File: config.mk
export PLATFORM = sky130hd
export DESIGN_NAME = tbpq_ctrl
export DESIGN_NICKNAME = d
export VERILOG_FILES = /design/src/hw/rtl/tbpq_pkg.sv /design/src/hw/rtl/tbpq_ctrl.sv
export SDC_FILE = /design/constraint.sdc
export NUM_CORES = 1
export LEC_CHECK = 0
export BUFFER_PORTS_ARGS = -buffer_cell sky130_fd_sc_hd__buf_2
export CAP_MARGIN = 10
export CORE_AREA = 2 2 39 41
export DETAILED_ROUTE_END_ITERATION = 12
export DIE_AREA = 0 0 41 43
export PLACE_DENSITY = 0.48
export SYNTH_ARGS = -nofsm -noshare
export SYNTH_HDL_FRONTEND = slang
export SYNTH_SLANG_ARGS = --single-unit
File: constraint.sdc
create_clock -name clk_i -period 1.2 [get_ports clk_i]
set_input_delay 0.18 -clock clk_i [delete_from_list [all_inputs] [get_ports clk_i]]
set_output_delay 0.18 -clock clk_i [all_outputs]
set_load 0.1 [all_outputs]
File: src/hw/rtl/tbpq_pkg.sv
// Shared types and codes of the transmit buffer pool queue.
// Used by the datapath, the controller, the top level and the checker.
package tbpq_pkg;

  typedef struct packed {
    logic       func;
    logic [7:0] data_byte;
    logic       last_byte;
  } in_word_t;

  typedef struct packed {
    logic [2:0] status;
    logic [7:0] tx_byte;
    logic       tx_last;
    logic [2:0] free_buffers;
  } out_word_t;

  localparam logic FUNC_WRITE = 1'b0;
  localparam logic FUNC_TX    = 1'b1;

  localparam logic [2:0] ST_STORED  = 3'd0;
  localparam logic [2:0] ST_NOBUF   = 3'd1;
  localparam logic [2:0] ST_OVERLEN = 3'd2;
  localparam logic [2:0] ST_SENT    = 3'd3;
  localparam logic [2:0] ST_IDLE    = 3'd4;

  localparam logic [1:0] FILL_IDLE = 2'd0;
  localparam logic [1:0] FILL_ON   = 2'd1;
  localparam logic [1:0] FILL_DROP = 2'd2;

  typedef struct packed {
    logic load_in;
    logic exec;
    logic load_byte;
    logic load_out;
  } ctrl_cmd_t;

  typedef struct packed {
    logic need_fetch;
  } dp_stat_t;

endpackage

File: src/hw/rtl/tbpq_ctrl.sv
// Controller: sequences accept, execute, store fetch and result hand-off.
// Depends on tbpq_pkg.
module tbpq_ctrl
  import tbpq_pkg::*;
(
  input  logic      clk_i,
  input  logic      rst_ni,
  input  logic      in_valid_i,
  output logic      in_ready_o,
  output logic      out_valid_o,
  input  logic      out_ready_i,
  input  dp_stat_t  stat_i,
  output ctrl_cmd_t cmd_o
);

  localparam logic [1:0] S_IDLE  = 2'd0;
  localparam logic [1:0] S_EXEC  = 2'd1;
  localparam logic [1:0] S_FETCH = 2'd2;
  localparam logic [1:0] S_EMIT  = 2'd3;

  logic [1:0] state_q, state_d;
  logic       out_valid_q, out_valid_d;
  logic       slot_free;

  assign in_ready_o = (state_q == S_IDLE);
  assign slot_free  = !out_valid_q || out_ready_i;

  always_comb begin
    state_d = state_q;
    cmd_o   = '0;
    unique case (state_q)
      S_IDLE: begin
        if (in_valid_i) begin
          cmd_o.load_in = 1'b1;
          state_d       = S_EXEC;
        end
      end
      S_EXEC: begin
        cmd_o.exec = 1'b1;
        state_d    = stat_i.need_fetch ? S_FETCH : S_EMIT;
      end
      S_FETCH: begin
        cmd_o.load_byte = 1'b1;
        state_d         = S_EMIT;
      end
      S_EMIT: begin
        if (slot_free) begin
          cmd_o.load_out = 1'b1;
          state_d        = S_IDLE;
        end
      end
      default: begin
        state_d = S_IDLE;
      end
    endcase
    if (cmd_o.load_out) begin
      out_valid_d = 1'b1;
    end else if (out_ready_i) begin
      out_valid_d = 1'b0;
    end else begin
      out_valid_d = out_valid_q;
    end
  end

  always_ff @(posedge clk_i or negedge rst_ni) begin
    if (!rst_ni) begin
      state_q     <= S_IDLE;
      out_valid_q <= 1'b0;
    end else begin
      state_q     <= state_d;
      out_valid_q <= out_valid_d;
    end
  end

  assign out_valid_o = out_valid_q;

endmodule

==> flow_summary.ini <==
[outcome]
status = finished with violations
violations = setup timing

[placed_design]
dp_hpwl_um = 468
placedCellCount = 51
dp_slack_ps = -98.0
io_buffers = 10
gp_congestion = 0.669
place_area_sq_um = 445

[min_path]
hold_path_class = in2reg
worstHoldEndpoint = out_valid_o
min_from = out_ready_i
hold_depth = 3

[synthesis]
yosysTopAreaCellShare_pct = 31.4
syn-num-nets = 31
ys_seq_elements = 3
yosysSeqAreaShare_pct = 31.4
netlist_instances = 22
synth_cell_types = 12
syn_area_per_cell_sq_um = 10.9
yosysWarnings = 0
synthesis.area_sq_um = 239
synth_area_leaders = dfrtp_1 (31%), ha_1 (21%), nand3b_4 (8.4%)
yosysTopAreaCell = dfrtp_1

[sta]
period_share_pct = 116
maxSlewViolCount = 0
totalNegativeSetupSlack_ps = -1100
min_period_ps = 1390
finalWorstSetupSlack_ps = -187
rsz0062_at_grt = true
timing.fmax_mhz = 721
hold_viol_final = 0
finClkSkew_ps = 2.25
setup_violations = 7
tightest_slew_ps = 153
relSlewSlack_pct = 89.8

[drt]
wl_met3_um = 55
wl_met1_um = 265
drt_iter0_markers = 1
dr_total_vias = 227
dr_wl_met2_um = 356
dr.pass1.iters = 2
wl_um = 676
top_layer = met3
vias_per_cell = 3.91
ant_nets = 0
drc = 0
wl_per_cell_um = 11.7

[global_route]
antenna_found_initial = 0
gr-usage-all-layers_pct = 10.4
grt_max_degree = 5
grt_overflow = 0
grt_pass1_wl_mm = 1.16
grt_pass1_vias = 281

[worst_setup_path]
r2r_setup_slack_ps = -150
criticalPathCategory = reg2out
rr_startpoint = state_q[0]
cp_slowest_cell = dfrtp_2
crit_cells = 4
arrival_ps = 1210
cpPeakStageDelay_ps = 430
r2r_cells = 6
path_cells = inv_2 -> ha_4 -> and2_4 -> buf_12
end_kind = output pin
critPathTopFamily = flip-flops
r2r_end = state_q[1]
worstPathMaxFanout = 4
cp.required_ps = 1020
cp.buffers_inverters = 2
worst_setup_path_start_kind = flip-flop

[floorplanning]
pin_count = 11
die_area_sq_um = 1760
initial_core_util_pct = 17.3
core_sq_um = 1380
rows = 14
die_y_um = 43
die_x_um = 41

[cts]
cts_tree = done
htreeDepth = 1
cts_buffers = 3
root_buffer = clkbuf_4
insertion_delay_ps = 230
cts_buffer_depth = 2
clkSlewWorstSetupHoldPaths_ps = 40
clkSinkCount = 3

[finish]
drive_gt1_share_pct = 81.0
final_area_sq_um = 522
areaGrowthSynthToFinish_pct = 118
final_nets = 52
instances_no_fill = 58
antennaDiodeCount = 0

[job]
max_cap_violations = 0
area by class of cell:
class,count,area (sq um)
clock buffer,4,26.3
sequential,3,80.1
multi-input combinational,15,189
timing repair buffer,17,195
fill,143,862
tap,16,20.0
inverter,3,11.3
placed cells by master (no fill, tap or decap):
| cell | instances |
|---|---|
| mux2_4 | 1 |
| a31oi_1 | 1 |
| ha_2 | 2 |
| clkbuf_4 | 3 |
| dfrtp_1 | 1 |
| and2_4 | 2 |
| nor2_1 | 1 |
| dfrtp_4 | 1 |
| dlygate4sd3_1 | 1 |
| nand2b_1 | 3 |
| dfrtp_2 | 1 |
| o21ai_4 | 1 |
| buf_4 | 6 |
| ha_4 | 2 |
| o2bb2a_2 | 1 |
| nand3b_4 | 1 |
| inv_2 | 3 |
| buf_2 | 4 |
| clkbuf_1 | 1 |
| buf_12 | 6 |
flip-flops by register name (all words and copies together) (netlist names):
name / count
out_valid_o: 1
state_q: 2
per-stage QoR:
step	hold WS (ps)	utilization (%)
after floorplan	-116	-
after global placement	-23.6	32.2
after detailed placement	-17.7	32.2
after CTS	250	36.5
after global routing	293	37.7
final	265	37.7
worst max-delay path by stage:
| stage | startpoint | to | slack (ps) |
|---|---|---|---|
| global placement | state_q[0] | state_q[0] | -80 |
| global route | state_q[1] | cmd_o[2] | -240 |
| CTS | state_q[0] | cmd_o[3] | -210 |
| floorplan | state_q[1] | state_q[0] | -270 |
| detailed placement | state_q[0] | state_q[1] | -100 |
| finish | state_q[0] | cmd_o[3] | -190 |
metal layers:
metal  vias up  global-route usage (%)
met1       107                    10.9
met5         -                       0
met2        11                    14.4
li1        109                       -
met4         0                    11.3
met3         0                    3.66
tightest hold or removal path: stages:
cell      delay, ps
buf_2            80
nand2b_1        120
nand2b_1         70
what timing repair did:
action                     4_1_cts  5_1_grt
setup buffers                    1        1
resized for setup                4        2
hold buffers                     1        0
setup endpoints to repair        7        7
pin swaps                        1        0
hold endpoints to repair         3        0
logic make-up (layout without fill, tap and decap cells):
group | count (synthesis) | in the layout | synth area share [%]
adders and majority gates | 4 | 4 | 20.9
AOI/OAI and AO/OA | 3 | 3 | 10.5
buffers and inverters | 4 | 24 | 7.85
and+or+nand+nor | 7 | 7 | 23.0
DFF | 3 | 3 | 31.4
muxes | 1 | 1 | 6.28
Yosys cell counts:
cell type / number
nor2_1: 1
dfrtp_1: 3
nand2b_1: 3
buf_4: 1
and2_1: 2
ha_1: 4
inv_1: 3
o21ai_2: 1
mux2_4: 1
a31oi_1: 1
o2bb2a_1: 1
nand3b_4: 1
Power is not shown: default switching activity piles up to over one toggle a cycle in this logic, so the estimate is an artifact.
